$ cat src/rtl/bvote_pkg.sv
package bvote_pkg;

    // Number of copy fields carried by one request.
    localparam int COPY_FIELDS = 8;

    // Upper bound on the number of copies that may take part in a vote.
    localparam int MAX_COPIES = 8;

    // Effective vote limit: the smaller of MAX_COPIES and the copy fields.
    localparam int COPY_LIMIT = (MAX_COPIES < COPY_FIELDS) ? MAX_COPIES : COPY_FIELDS;

    // Width of a vote count, which must hold COPY_FIELDS itself.
    localparam int CNT_W = $clog2(COPY_FIELDS + 1);

    // Width of the copies_valid field.
    localparam int NVALID_W = 4;

    typedef logic [7:0] byte_t;
    typedef logic [CNT_W-1:0] count_t;
    typedef logic [NVALID_W-1:0] nvalid_t;
    typedef logic [COPY_FIELDS-1:0] copy_mask_t;
    typedef logic [COPY_FIELDS-1:0][7:0] byte_vec_t;

    // What one lane found: its byte value and how many voting copies hold it.
    typedef struct packed {
        byte_t  value;
        count_t count;
    } vote_t;

    typedef vote_t [COPY_FIELDS-1:0] vote_vec_t;

endpackage

$ cat src/rtl/bvote_if.sv
interface bvote_in_if;
    import bvote_pkg::*;

    logic    valid;
    logic    ready;
    byte_t   copy_byte_0;
    byte_t   copy_byte_1;
    byte_t   copy_byte_2;
    byte_t   copy_byte_3;
    byte_t   copy_byte_4;
    byte_t   copy_byte_5;
    byte_t   copy_byte_6;
    byte_t   copy_byte_7;
    nvalid_t copies_valid;
    logic    in_last;

    modport source (
        output valid,
        input  ready,
        output copy_byte_0,
        output copy_byte_1,
        output copy_byte_2,
        output copy_byte_3,
        output copy_byte_4,
        output copy_byte_5,
        output copy_byte_6,
        output copy_byte_7,
        output copies_valid,
        output in_last
    );

    modport sink (
        input  valid,
        output ready,
        input  copy_byte_0,
        input  copy_byte_1,
        input  copy_byte_2,
        input  copy_byte_3,
        input  copy_byte_4,
        input  copy_byte_5,
        input  copy_byte_6,
        input  copy_byte_7,
        input  copies_valid,
        input  in_last
    );

endinterface

interface bvote_out_if;
    import bvote_pkg::*;

    logic   valid;
    logic   ready;
    byte_t  voted_byte;
    count_t vote_total;
    logic   out_last;

    modport source (
        output valid,
        input  ready,
        output voted_byte,
        output vote_total,
        output out_last
    );

    modport sink (
        input  valid,
        output ready,
        input  voted_byte,
        input  vote_total,
        input  out_last
    );

endinterface

$ cat src/rtl/bvote_lane.sv
module bvote_lane (
    input  bvote_pkg::byte_t      own_byte,
    input  bvote_pkg::byte_vec_t  copy_bytes,
    input  bvote_pkg::copy_mask_t copy_mask,
    input  logic                  lane_active,
    output bvote_pkg::vote_t      vote
);
    import bvote_pkg::*;

    // Count the voting copies that hold the same byte as this lane.
    always_comb
    begin
        count_t cnt;
        cnt = '0;
        for (int j = 0; j < COPY_FIELDS; j++)
        begin
            if (copy_mask[j] && (copy_bytes[j] == own_byte))
            begin
                cnt = cnt + count_t'(1);
            end
        end
        vote.value = own_byte;
        vote.count = lane_active ? cnt : '0;
    end

endmodule

$ cat src/rtl/bvote_merge.sv
module bvote_merge (
    input  bvote_pkg::vote_vec_t votes,
    output bvote_pkg::byte_t     voted_byte,
    output bvote_pkg::count_t    vote_total
);
    import bvote_pkg::*;

    // Scan from the lowest lane; only a strictly larger count replaces the
    // current best, so a tie stays with the value first seen.
    always_comb
    begin
        byte_t  best_val;
        count_t best_cnt;
        best_val = '0;
        best_cnt = '0;
        for (int i = 0; i < COPY_FIELDS; i++)
        begin
            if (votes[i].count > best_cnt)
            begin
                best_cnt = votes[i].count;
                best_val = votes[i].value;
            end
        end
        voted_byte = best_val;
        vote_total = best_cnt;
    end

endmodule

$ cat src/rtl/bytewise_plurality_vote_top.sv
// A request accepted at a clock edge is written into the stage one registers; its merge
// result goes into the output register when stage one advances, and drives the outputs.
// Throughput: one request per cycle while the result side accepts, set by the two-register
// pipeline (lane count stage, then the merge stage into the output register).
// Reset: rst_n is asynchronous and active low; it empties both pipeline stages.
// Payload registers are not reset and are ignored while their stage is empty.
module bytewise_plurality_vote_top (
    input  logic       clk,
    input  logic       rst_n,
    bvote_in_if.sink   copies,
    bvote_out_if.source result
);
    import bvote_pkg::*;

    // ------------------------------------------------------------------
    // Request unpacking and the vote mask.
    // ------------------------------------------------------------------
    // The copy fields are gathered into one vector so that every lane can
    // compare its own byte with all the others.
    byte_vec_t  copy_bytes;
    nvalid_t    n_sat;
    copy_mask_t copy_mask;

    assign copy_bytes[0] = copies.copy_byte_0;
    assign copy_bytes[1] = copies.copy_byte_1;
    assign copy_bytes[2] = copies.copy_byte_2;
    assign copy_bytes[3] = copies.copy_byte_3;
    assign copy_bytes[4] = copies.copy_byte_4;
    assign copy_bytes[5] = copies.copy_byte_5;
    assign copy_bytes[6] = copies.copy_byte_6;
    assign copy_bytes[7] = copies.copy_byte_7;

    // A copy count above the limit saturates to the limit. A count of zero
    // leaves every lane inactive, which yields byte zero with zero votes.
    always_comb
    begin
        if (copies.copies_valid > nvalid_t'(COPY_LIMIT))
        begin
            n_sat = nvalid_t'(COPY_LIMIT);
        end
        else
        begin
            n_sat = copies.copies_valid;
        end
        for (int j = 0; j < COPY_FIELDS; j++)
        begin
            copy_mask[j] = nvalid_t'(j) < n_sat;
        end
    end

    // ------------------------------------------------------------------
    // Lanes: one per copy field, each counting matches of its own byte.
    // ------------------------------------------------------------------
    vote_vec_t lane_votes;

    for (genvar g = 0; g < COPY_FIELDS; g++)
    begin : g_lane
        bvote_lane u_lane (
            .own_byte    (copy_bytes[g]),
            .copy_bytes  (copy_bytes),
            .copy_mask   (copy_mask),
            .lane_active (copy_mask[g]),
            .vote        (lane_votes[g])
        );
    end

    // ------------------------------------------------------------------
    // Pipeline control. Each stage loads when it is empty or when the
    // stage after it moves on, so a full pipeline still takes a request
    // in every cycle that the result side accepts one.
    // ------------------------------------------------------------------
    logic      s1_valid_reg;
    logic      s1_valid_next;
    vote_vec_t s1_votes_reg;
    logic      s1_last_reg;

    logic      out_valid_reg;
    logic      out_valid_next;
    byte_t     out_byte_reg;
    count_t    out_total_reg;
    logic      out_last_reg;

    logic      out_adv;
    logic      s1_adv;

    assign out_adv      = !out_valid_reg || result.ready;
    assign s1_adv       = !s1_valid_reg || out_adv;
    assign copies.ready = s1_adv;

    always_comb
    begin
        s1_valid_next  = s1_adv ? copies.valid : s1_valid_reg;
        out_valid_next = out_adv ? s1_valid_reg : out_valid_reg;
    end

    always_ff @(posedge clk or negedge rst_n)
    begin
        if (!rst_n)
        begin
            s1_valid_reg  <= 1'b0;
            out_valid_reg <= 1'b0;
        end
        else
        begin
            s1_valid_reg  <= s1_valid_next;
            out_valid_reg <= out_valid_next;
        end
    end

    // Stage one holds the lane counts of the request in flight.
    always_ff @(posedge clk)
    begin
        if (copies.valid && s1_adv)
        begin
            s1_votes_reg <= lane_votes;
            s1_last_reg  <= copies.in_last;
        end
    end

    // ------------------------------------------------------------------
    // Merge: the lowest lane with the highest count wins.
    // ------------------------------------------------------------------
    byte_t  merge_byte;
    count_t merge_total;

    bvote_merge u_merge (
        .votes      (s1_votes_reg),
        .voted_byte (merge_byte),
        .vote_total (merge_total)
    );

    always_ff @(posedge clk)
    begin
        if (s1_valid_reg && out_adv)
        begin
            out_byte_reg  <= merge_byte;
            out_total_reg <= merge_total;
            out_last_reg  <= s1_last_reg;
        end
    end

    assign result.valid      = out_valid_reg;
    assign result.voted_byte = out_byte_reg;
    assign result.vote_total = out_total_reg;
    assign result.out_last   = out_last_reg;

    // ------------------------------------------------------------------
    // Assertions.
    // ------------------------------------------------------------------
    // An accepted request always lands in stage one.
    a_accept_fills_s1: assert property (@(posedge clk) disable iff (!rst_n)
        (copies.valid && copies.ready) |=> s1_valid_reg)
        else $error("accepted request did not reach stage one");

    // A result never claims more votes than the copies that may vote.
    a_total_bound: assert property (@(posedge clk) disable iff (!rst_n)
        out_valid_reg |-> (out_total_reg <= count_t'(COPY_LIMIT)))
        else $error("vote total exceeds copy limit");

    // An empty vote can only come with byte zero.
    a_empty_vote: assert property (@(posedge clk) disable iff (!rst_n)
        (out_valid_reg && (out_total_reg == '0)) |-> (out_byte_reg == '0))
        else $error("empty vote with nonzero byte");

    // While a result stalls and stage one is full, the request side is held.
    a_full_stall: assert property (@(posedge clk) disable iff (!rst_n)
        (out_valid_reg && !result.ready && s1_valid_reg) |-> !copies.ready)
        else $error("request taken while pipeline is full and stalled");

endmodule

$ cat src/flat_wrapper.sv
// flat-port wrapper written by rule: the top's interface ports become plain ports
module bytewise_plurality_vote_top_flat import bvote_pkg::*;
  (clk, rst_n, copies_valid, copies_ready, copies_copy_byte_0, copies_copy_byte_1, copies_copy_byte_2, copies_copy_byte_3, copies_copy_byte_4, copies_copy_byte_5, copies_copy_byte_6, copies_copy_byte_7, copies_copies_valid, copies_in_last, result_valid, result_ready, result_voted_byte, result_vote_total, result_out_last);
  bvote_in_if copies_i ();
  bvote_out_if result_i ();
  input  logic clk;
  input  logic rst_n;
  input wire logic [$bits(copies_i.valid)-1:0] copies_valid;
  output wire logic [$bits(copies_i.ready)-1:0] copies_ready;
  input wire logic [$bits(copies_i.copy_byte_0)-1:0] copies_copy_byte_0;
  input wire logic [$bits(copies_i.copy_byte_1)-1:0] copies_copy_byte_1;
  input wire logic [$bits(copies_i.copy_byte_2)-1:0] copies_copy_byte_2;
  input wire logic [$bits(copies_i.copy_byte_3)-1:0] copies_copy_byte_3;
  input wire logic [$bits(copies_i.copy_byte_4)-1:0] copies_copy_byte_4;
  input wire logic [$bits(copies_i.copy_byte_5)-1:0] copies_copy_byte_5;
  input wire logic [$bits(copies_i.copy_byte_6)-1:0] copies_copy_byte_6;
  input wire logic [$bits(copies_i.copy_byte_7)-1:0] copies_copy_byte_7;
  input wire logic [$bits(copies_i.copies_valid)-1:0] copies_copies_valid;
  input wire logic [$bits(copies_i.in_last)-1:0] copies_in_last;
  output wire logic [$bits(result_i.valid)-1:0] result_valid;
  input wire logic [$bits(result_i.ready)-1:0] result_ready;
  output wire logic [$bits(result_i.voted_byte)-1:0] result_voted_byte;
  output wire logic [$bits(result_i.vote_total)-1:0] result_vote_total;
  output wire logic [$bits(result_i.out_last)-1:0] result_out_last;
  assign copies_i.valid = copies_valid;
  assign copies_ready = copies_i.ready;
  assign copies_i.copy_byte_0 = copies_copy_byte_0;
  assign copies_i.copy_byte_1 = copies_copy_byte_1;
  assign copies_i.copy_byte_2 = copies_copy_byte_2;
  assign copies_i.copy_byte_3 = copies_copy_byte_3;
  assign copies_i.copy_byte_4 = copies_copy_byte_4;
  assign copies_i.copy_byte_5 = copies_copy_byte_5;
  assign copies_i.copy_byte_6 = copies_copy_byte_6;
  assign copies_i.copy_byte_7 = copies_copy_byte_7;
  assign copies_i.copies_valid = copies_copies_valid;
  assign copies_i.in_last = copies_in_last;
  assign result_valid = result_i.valid;
  assign result_i.ready = result_ready;
  assign result_voted_byte = result_i.voted_byte;
  assign result_vote_total = result_i.vote_total;
  assign result_out_last = result_i.out_last;
  bytewise_plurality_vote_top u_core (.clk(clk), .rst_n(rst_n), .copies(copies_i), .result(result_i));
endmodule
$ cat config.mk
export PLATFORM = sky130hd
export DESIGN_NAME = bytewise_plurality_vote_top_flat
export DESIGN_NICKNAME = d
export VERILOG_FILES = /design/src/rtl/bvote_pkg.sv /design/src/rtl/bvote_if.sv /design/src/rtl/bvote_lane.sv /design/src/rtl/bvote_merge.sv /design/src/rtl/bytewise_plurality_vote_top.sv /design/src/flat_wrapper.sv
export SDC_FILE = /design/constraint.sdc
export NUM_CORES = 1
export LEC_CHECK = 0
export ABC_CLOCK_PERIOD_IN_PS = 12680
export BUFFER_PORTS_ARGS = -buffer_cell sky130_fd_sc_hd__buf_2
export CAP_MARGIN = 20
export CORE_UTILIZATION = 45
export CTS_CLUSTER_DIAMETER = 40
export DETAILED_ROUTE_END_ITERATION = 8
export MAX_ROUTING_LAYER = met4
export SLEW_MARGIN = 40
export SYNTH_ARGS = -nofsm -noshare
export SYNTH_HDL_FRONTEND = slang
export SYNTH_SLANG_ARGS = --single-unit
$ cat constraint.sdc
create_clock -name clk -period 12.68 [get_ports clk]
set_clock_uncertainty 0.05 [all_clocks]
set_input_delay 3.804 -clock clk [delete_from_list [all_inputs] [get_ports clk]]
set_output_delay 3.804 -clock clk [all_outputs]
set_load 0.01 [all_outputs]
; ---- Word-level counts from Yosys, hierarchy flattened
; Index checks and enable logic that the tools add are counted.
[op_classes]
magnitude_cmp = 17
div_mod_pow = 0
addsub = 56
n_shift = 0
multipliers = 0
muxes = 80
bitwise_logic = 0
n_reduce_logical = 62
eq_ne = 56
[op_table]
columns = op, count
row1 = $eq 8x8->1, 56
row2 = $mux 4, 64
row3 = $add 4x1->4 const B, 56
row4 = $mux 8, 8
row5 = $logic_and 1x1->1, 58
row6 = $gt 4x4->1, 7
row7 = $lt 3x4->1 const A, 4
row8 = $lt 1x4->1 const A, 2
row9 = $lt 2x4->1 const A, 2
row10 = $mux 1, 8
row11 = $gt 4x1->1 const B, 1
row12 = $gt 4x4->1 const B, 1
row13 = $logic_not 1->1, 2
row14 = $logic_or 1x1->1, 2
[totals]
mem_bits_rw = 0
latch_bits = 0
memories = 0
romBits = 0
word_cells = 293
register_bits = 112
inputBits = 73
out_inout_bits = 15

; ---- Depth between registers and ports, before layout
; Gate-level depths: netlist of run 1.
[logic_depth]
depth_word = 19
mapped_depth = 55
depth_no_buf = 52

; ---- Hierarchy
; From an unflattened synthesis of run 1, not the netlist that was laid out.
[unflattened]
cells_unflattened = 2197
hier_area_um2 = 19322.3
[by_module_without_submodules]
columns = module, seq_area_each_um2, cells_per_inst, area_each_um2, n_inst
row1 = bvote_lane at u_core.g_lane[0].u_lane ..., 0.0, 223, 1704.1, 7
row2 = bytewise_plurality_vote_top, 3353.2, 127, 3455.8, 1
row3 = bvote_merge, 0.0, 306, 2212.1, 1
row4 = bvote_lane at u_core.g_lane[5].u_lane, 0.0, 203, 1725.4, 1

; ---- Worst setup path before layout of run 1
; OpenSTA, ideal clock, no wires.
[synth_timing]
path_kind = register to register
start = register u_core.s1_votes_reg[13] in the netlist's numbering
end = register u_core.out_byte_reg[6], in the netlist u_core.result.voted_byte[6], data pin
path_slack_ns = 2.281
t_required_ns = 12.478
stages_incl_launch_ff = 53
n_path_buf = 3
period_less_slack_ns = 10.399
t_arrival_ns = 10.197
setup_time_ns = 0.152
path_cell_list = edfxtp_1 -> ha_1 -> nor2b_4 -> o211ai_2 -> a21oi_4 -> clkbuf_1 -> nor2_1 -> a21oi_1 -> ha_1 -> nand2b_1 -> o22ai_2 -> nor3_2 -> o31ai_4 -> a41oi_2 -> mux2i_1 -> inv_1 -> ha_1 -> inv_1 -> [17 not listed] -> a21boi_2 -> ha_1 -> a21oi_1 -> o21ai_0 -> a32oi_1 -> nand4_1 -> buf_2 -> a21oi_1 -> a22oi_1 -> ha_1 -> nor2b_1 -> o21ai_0 -> nand2b_1 -> a21oi_1 -> a41oi_1 -> nor2_1 -> o2bb2ai_1 -> a31oi_1
[synth_via]
elab_chain_cells = 14
word_cells_on_any_way = 20
cone_classes = 7 x order compare / 13 x mux
[synth_lines]
columns = element, line_no
row1 = from (decl), bytewise_plurality_vote_top.sv:74  ; vote_vec_t s1_votes_reg;
row2 = from (signal assigned), bytewise_plurality_vote_top.sv:115  ; s1_votes_reg <= lane_votes;
row3 = $gt 4x4->1, bvote_merge.sv:18  ; if (votes[i].count > best_cnt)
row4 = $mux 4, bvote_merge.sv:18
row5 = $gt 4x4->1, bvote_merge.sv:18
row6 = $mux 4, bvote_merge.sv:18
row7 = $gt 4x4->1, bvote_merge.sv:18
row8 = $mux 4, bvote_merge.sv:18
row9 = $gt 4x4->1, bvote_merge.sv:18
row10 = $mux 4, bvote_merge.sv:18
row11 = $gt 4x4->1, bvote_merge.sv:18
row12 = $mux 4, bvote_merge.sv:18
row13 = $gt 4x4->1, bvote_merge.sv:18
row14 = $mux 4, bvote_merge.sv:18
row15 = $gt 4x4->1, bvote_merge.sv:18
row16 = $mux 8 *, bvote_merge.sv:18
row17 = named net u_core.merge_byte[6], bytewise_plurality_vote_top.sv:123  ; byte_t merge_byte;
row18 = to (signal assigned), bytewise_plurality_vote_top.sv:136  ; out_byte_reg <= merge_byte;
row19 = to (decl), bytewise_plurality_vote_top.sv:79  ; byte_t out_byte_reg;
; The timed path passes the listed nets; every way through them passes the cells marked *.
; A chain may end at the register's enable or synchronous reset.

; ---- Worst setup path after layout of run 1
[layout_timing]
start = register u_core.s1_votes_reg[13] in the netlist's numbering
end = register u_core.out_byte_reg[3], in the netlist u_core.result.voted_byte[3], data pin
; Same word-level chain as after synthesis.

==> results of run 1 <==
==> through the flow <==
step	cells	setup TNS [ns]	instance area [µm²]
after floorplan	1303	0	12000
after global placement	1641	0	12400
after detailed placement	1641	0	12500
after CTS	1657	0	12800
after global routing	1657	-0.230	12800
final	1657	0	12800
==> area by class of cell <==
| cell class | count | area share, % |
|---|---|---|
| sequential | 112 | 26.1 |
| clock buffer | 9 | 1.76 |
| inverter | 71 | 2.08 |
| timing repair buffer | 92 | 3.72 |
| clock inverter | 7 | 0.732 |
| multi-input combinational | 1031 | 62.3 |
| tap | 335 | 3.27 |
==> cells in the mapped netlist, types with 5 or more instances <==
| library cell | number |
|---|---|
| o211ai_2 | 11 |
| nand4_1 | 41 |
| nor4_1 | 25 |
| o21ai_1 | 6 |
| nand3_1 | 32 |
| nand2_1 | 98 |
| a32oi_1 | 7 |
| o21ai_0 | 30 |
| mux2_2 | 30 |
| clkbuf_1 | 40 |
| edfxtp_1 | 110 |
| nand2b_1 | 10 |
| buf_2 | 42 |
| xnor2_1 | 202 |
| o2bb2ai_1 | 8 |
| or4_1 | 5 |
| inv_1 | 70 |
| and2_1 | 7 |
| ha_1 | 75 |
| and3_1 | 12 |
| nor3_1 | 25 |
| o21bai_1 | 9 |
| a31oi_1 | 24 |
| nor2_1 | 83 |
| mux2i_1 | 18 |
| nor2b_1 | 5 |
| mux2_4 | 6 |
| a21oi_1 | 43 |
| xor2_1 | 131 |
==> power groups by stage <==
stage	clock (W)	combinational [W]	sequential (W)
detailed placement	0	0.000726	0.000500
floorplan	0	0.000558	0.000506
global route	0.000306	0.000828	0.000495
CTS	0.000293	0.000730	0.000491
finish	0.000290	0.000751	0.000491
global placement	0	0.000710	0.000501
==> routing by layer <==
metal  track usage (%)  up-vias
met1              36.3     4528
met4              7.48        0
met5                 -        -
met3              2.37       60
met2              40.8      347
li1                  -     4601
==> kinds of logic after synthesis <==
group	Yosys count
and+or+nand+nor	376
xor gates and xnor gates	339
AOI/OAI and AO/OA	186
buffers and inverters	160
DFF	112
adders and majority gates	76
muxes	54
==> worst min path at each step <==
stage / from / endpoint / slack [ns] / cells past startpoint
4_1_cts: u_core.s1_last_reg / u_core.result.out_last / 0.37 / 0
2_1_floorplan: u_core.s1_last_reg / u_core.result.out_last / 0.35 / 0
6_report: u_core.s1_last_reg / u_core.result.out_last / 0.37 / 0
3_5_place_dp: u_core.s1_last_reg / u_core.result.out_last / 0.36 / 0
5_1_grt: u_core.s1_last_reg / u_core.result.out_last / 0.40 / 0
3_3_place_gp: u_core.s1_last_reg / u_core.result.out_last / 0.36 / 0
==> critical path: cells and delay by family, from the launching register on <==
family          cells  cell delay, ns
flops               1            0.47
mux                 3            0.97
fa+ha+maj           7            2.11
compound gates     24            5.29
simple gates       12            2.48
buf+inv             3            0.21
==> repair_timing <==
item / 4_1_cts / 5_1_grt
endpoints found under the setup margin: 0 / 12
setup buffers: 0 / 0
hold buffers: 0 / 0
resized for setup: 0 / 6
==> qor.csv, run 1 <==
metric,value,unit
outcome,"complete, but fails checks",
violations,design-rule violations,
synthArstFlopShare,1.79,%
p_sw_share,40.7,%
seq_area,3350,µm²
slew_viol_final,0,
synthFlopType,edfxtp_1,
drtIter0Drc,843,
htree_levels,3,
die_area,27300,µm²
dr_wl_met2,15800,µm
cpMostUsedCell,ha_1,
cp-startpoint,u_core.s1_votes_reg[13],
wl_met1,15800,µm
worst-path-max-fanout,19,
ys_types,85,
largest_reg_flops,96,
die_h,165,µm
avgSynthCellArea,9.21,µm²
synth_top_family_by_area,XOR/XNOR gates,
start_kind,flop,
grt_overflow,0,
wl_met3,2110,µm
core_area,26100,µm²
cts.sinks,112,
powerDensity,119,nW/µm²
rrSetupSlack,0.90,ns
mostFrequentLayoutCells,"xnor2_1, xor2_1, edfxtp_1",
cts_tree,built,
timing.fmax,84.9,MHz
drc,11,
place_hpwl,27100,µm
gp_congestion,0.928,
synth-adder-area-share,7.90,%
p_clk_share,18.9,%
crit_required,12.82,ns
p_int,0.000908,W
synthMuxAreaShare,5.07,%
max_slew_margin,46.3,%
cts_made_buffers,9,
grt_pass1_vias,8894,
port_buffers,87,
power,0.00153,W
cts_root_buf,clkbuf_16,
p_switching,0.000624,W
wire_per_inst,20.8,µm
synth-xor-area-share,25.2,%
cp-end-kind,flop,
critPathCapture,u_core.result.voted_byte[3],
synth-simple-area-share,16.3,%
synth-seq-cells,112,
timing.rr.end,u_core.result.voted_byte[3],
maxCapViolCount,0,
cts_buffer_depth,2,
seqPwrFrac,32.1,%
clkTransAtPathRegs,0.09,ns
final.period_utilization,92.9,%
syn_inst,1303,
rsz0062_at_grt,true,
grt_max_degree,83,
critPathSlowestCell,edfxtp_1,
pre_cts_slack,0.0833,ns
cpPeakStageDelay,0.47,ns
drive_gt1_share,15.1,%
critPathKind,reg -> reg,
final-setup-viol-count,0,
dr.pass1.iters,7,
clk_latency,0.35,ns
topRoutingLayerUsed,met4,
rr_worst_depth,49,
multi_input_area,7990,µm²
r2r-start,u_core.s1_votes_reg[13],
ys_seq_area_share,27.9,%
area_growth_syn_to_layout,6.89,%
grt_antenna_before_repair,2,
synth_compound_area_share,11.6,%
hold_slack,0.370,ns
min_path_type,reg -> reg,
synth.area.top_cells,"edfxtp_1, xnor2_1, xor2_1",
synth-edff-count,110,
dr_total_vias,9536,
tightest_slew,0.799,ns
cp_data_arrival_time,11.92,ns
rows,59,
synth_top_cell_by_area,edfxtp_1,
hold_viol,0,
wl,34500,µm
antennaDiodeCount,0,
grt_pass1_wl,52000,µm
fin_ws,0.901,ns
fp.dieW,165,µm
grt_usage,26.2,%
final_common_cell,xnor2_1,
vdd_drop_max,79.5,µV
fill_cells,2458,
synthesis.nets,1451,
fin_util,49.1,%
netlist_area,12000,µm²
via_per_inst,5.75,
finalCriticalPeriod,11.78,ns
start_util,45.9,%
power_frac_comb,49.0,%
ys_warn_count,0,
p_leak,4.94,nW
ant_nets,0,
netlist.area_leader.share,27.5,%
final_nets,1465,
ioPinCount,88,
Power figures use the tool's default switching activity.
==> run 2: changes to the inputs <==
CAP_MARGIN = default   (was 20)
CORE_ASPECT_RATIO = 1.2   (was default)
CORE_UTILIZATION = 40   (was 45)
==> qor.csv, run 2 (synthesis gave the netlist of run 1 again) <==
metric,value,unit,change
outcome,completed,,"was complete, but fails checks"
cts_made_buffers,9,,unchanged
timing.rr.end,u_core.result.voted_byte[3],,unchanged
hold_viol,0,,unchanged
wl,35200,µm,was 34500 µm
grt_max_degree,79,,was 83
dr_total_vias,9668,,was 9536
wire_per_inst,20.5,µm,was 20.8 µm
start_kind,flop,,unchanged
htree_levels,3,,unchanged
min_to,u_core.result.out_last,,unchanged
clkTransAtPathRegs,0.08,ns,was 0.09 ns
design_area,12900,µm²,was 12800 µm²
crit_required,12.82,ns,about the same
maxCapViolCount,0,,unchanged
r2r-start,u_core.s1_votes_reg[1],,was u_core.s1_votes_reg[13]
die_h,192,µm,was 165 µm
final_common_cell,xnor2_1,,unchanged
finalCriticalPeriod,11.67,ns,was 11.78 ns
core_area,29500,µm²,was 26100 µm²
grt_antenna_before_repair,0,,was 2
place_area,12500,µm²,about the same
area_growth_syn_to_layout,7.60,%,was 6.89%
mostFrequentLayoutCells,"xnor2_1, xor2_1, edfxtp_1",,unchanged
start_util,40.6,%,was 45.9%
antennaDiodeCount,0,,unchanged
final.period_utilization,92.1,%,was 92.9%
place_hpwl,27700,µm,was 27100 µm
drc,0,,was 11
timing.fmax,85.7,MHz,was 84.9 MHz
powerDensity,120,nW/µm²,was 119 nW/µm²
hp-start,u_core.s1_last_reg,,unchanged
rrSetupSlack,1.01,ns,was 0.90 ns
clk_latency,0.35,ns,about the same
p_leak,4.96,nW,was 4.94 nW
grt_pass1_vias,9205,,was 8894
vdd_drop_max,113,µV,was 79.5 µV
grt_overflow,0,,unchanged
die_area,30700,µm²,was 27300 µm²
grt_usage,23.5,%,was 26.2%
fp.dieW,160,µm,was 165 µm
slew_viol_final,0,,unchanged
final-setup-viol-count,0,,unchanged
cp_data_arrival_time,11.82,ns,was 11.92 ns
min_path_type,reg -> reg,,unchanged
cp-end-kind,flop,,unchanged
dr.pass1.iters,5,,was 7
rows,69,,was 59
max_slew_margin,44.9,%,was 46.3%
final_nets,1468,,was 1465
cpMostUsedCell,ha_1,,unchanged
critPathSlowestCell,or2_2,,was edfxtp_1
setup_tns,0,ns,unchanged
cts_buffer_depth,2,,unchanged
rsz0062_at_grt,false,,was true
ioPinCount,88,,unchanged
gp_congestion,0.910,,was 0.928
port_buffers,87,,unchanged
drive_gt1_share,15.2,%,was 15.1%
cts_root_buf,clkbuf_16,,unchanged
tightest_slew,0.819,ns,was 0.799 ns
worst-path-max-fanout,21,,was 19
cpPeakStageDelay,0.47,ns,about the same
hold_depth,0,,unchanged
rr_worst_depth,48,,was 49
hold_buffers,0,,unchanged
via_per_inst,5.64,,was 5.75
cts.sinks,112,,unchanged
cts_tree,built,,unchanged
largest_reg_flops,96,,unchanged
drtIter0Drc,756,,was 843
grt_pass1_wl,53200,µm,was 52000 µm
ant_nets,0,,unchanged
critPathKind,reg -> reg,,unchanged
## run 2: cell type report
| class | count | area [µm²] |
|---|---|---|
| Clock buffer | 9 | 225 |
| Clock inverter | 7 | 105 |
| Fill cell | 2920 | 16600 |
| Inverter | 71 | 267 |
| Multi-Input combinational cell | 1031 | 7980 |
| Sequential cell | 112 | 3350 |
| Tap cell | 390 | 488 |
| Timing Repair Buffer | 95 | 499 |
## run 2: worst max path at each step
stage / from / end / slack (ns) / depth (start not counted)
after global placement: u_core.s1_votes_reg[13] / u_core.result.vote_total[0] / 0.41 / 47
after global routing: u_core.s1_votes_reg[1] / u_core.result.voted_byte[3] / 0.11 / 48
after floorplan: u_core.s1_votes_reg[13] / u_core.result.voted_byte[6] / 2.28 / 52
after CTS: u_core.s1_votes_reg[1] / u_core.result.voted_byte[5] / 0.05 / 47
final: u_core.s1_votes_reg[1] / u_core.result.voted_byte[3] / 1.01 / 48
after detailed placement: u_core.s1_votes_reg[1] / u_core.result.voted_byte[5] / 0.08 / 48
## run 2: worst max-delay path, delay by kind of cell, from the launching register on
| family | cells | cell delay [ns] |
|---|---|---|
| DFF | 1 | 0.44 |
| buffers and inverters | 6 | 0.79 |
| and+or+nand+nor | 9 | 2.10 |
| adders and majority gates | 7 | 2.17 |
| muxes | 3 | 0.85 |
| AOI/OAI and AO/OA | 23 | 5.09 |
## run 2: routing by layer
metal / up-vias / part of all wire (%) / GRT usage (%)
li1: 4604 / - / -
met1: 4621 / 41 / 27.9
met2: 344 / 49 / 40.0
met3: 99 / 5.5 / 2.14
met4: 0 / 4.3 / 11.5
met5: - / 0 / -
## run 2: power breakdown
group	switching [W]	internal [W]	total (W)	leakage [nW]
Combinational	0.000462	0.000297	0.000759	3.71
Clock	0.000143	0.000162	0.000304	0.162
Sequential	0.0000177	0.000474	0.000492	1.09
Total	0.000622	0.000933	0.00155	4.96
## run 2: what timing repair did
action	CTS	global route
hold endpoints to repair	0	0
endpoints found under the setup margin	0	12
gates resized for setup	0	5
buffers inserted	0	2
## run 2: stage by stage
stage               util [%]  power, W  hold slack (ns)  cells  worst slack (ns)
CTS                     43.6   0.00154            0.374   1713            0.0468
global placement        42.4   0.00122            0.352   1697             0.414
floorplan                  -   0.00106            0.350   1303              2.28
global route            43.7   0.00165            0.393   1715             0.114
detailed placement      42.5   0.00124            0.357   1697            0.0842
finish                  43.7   0.00155            0.374   1715              1.01
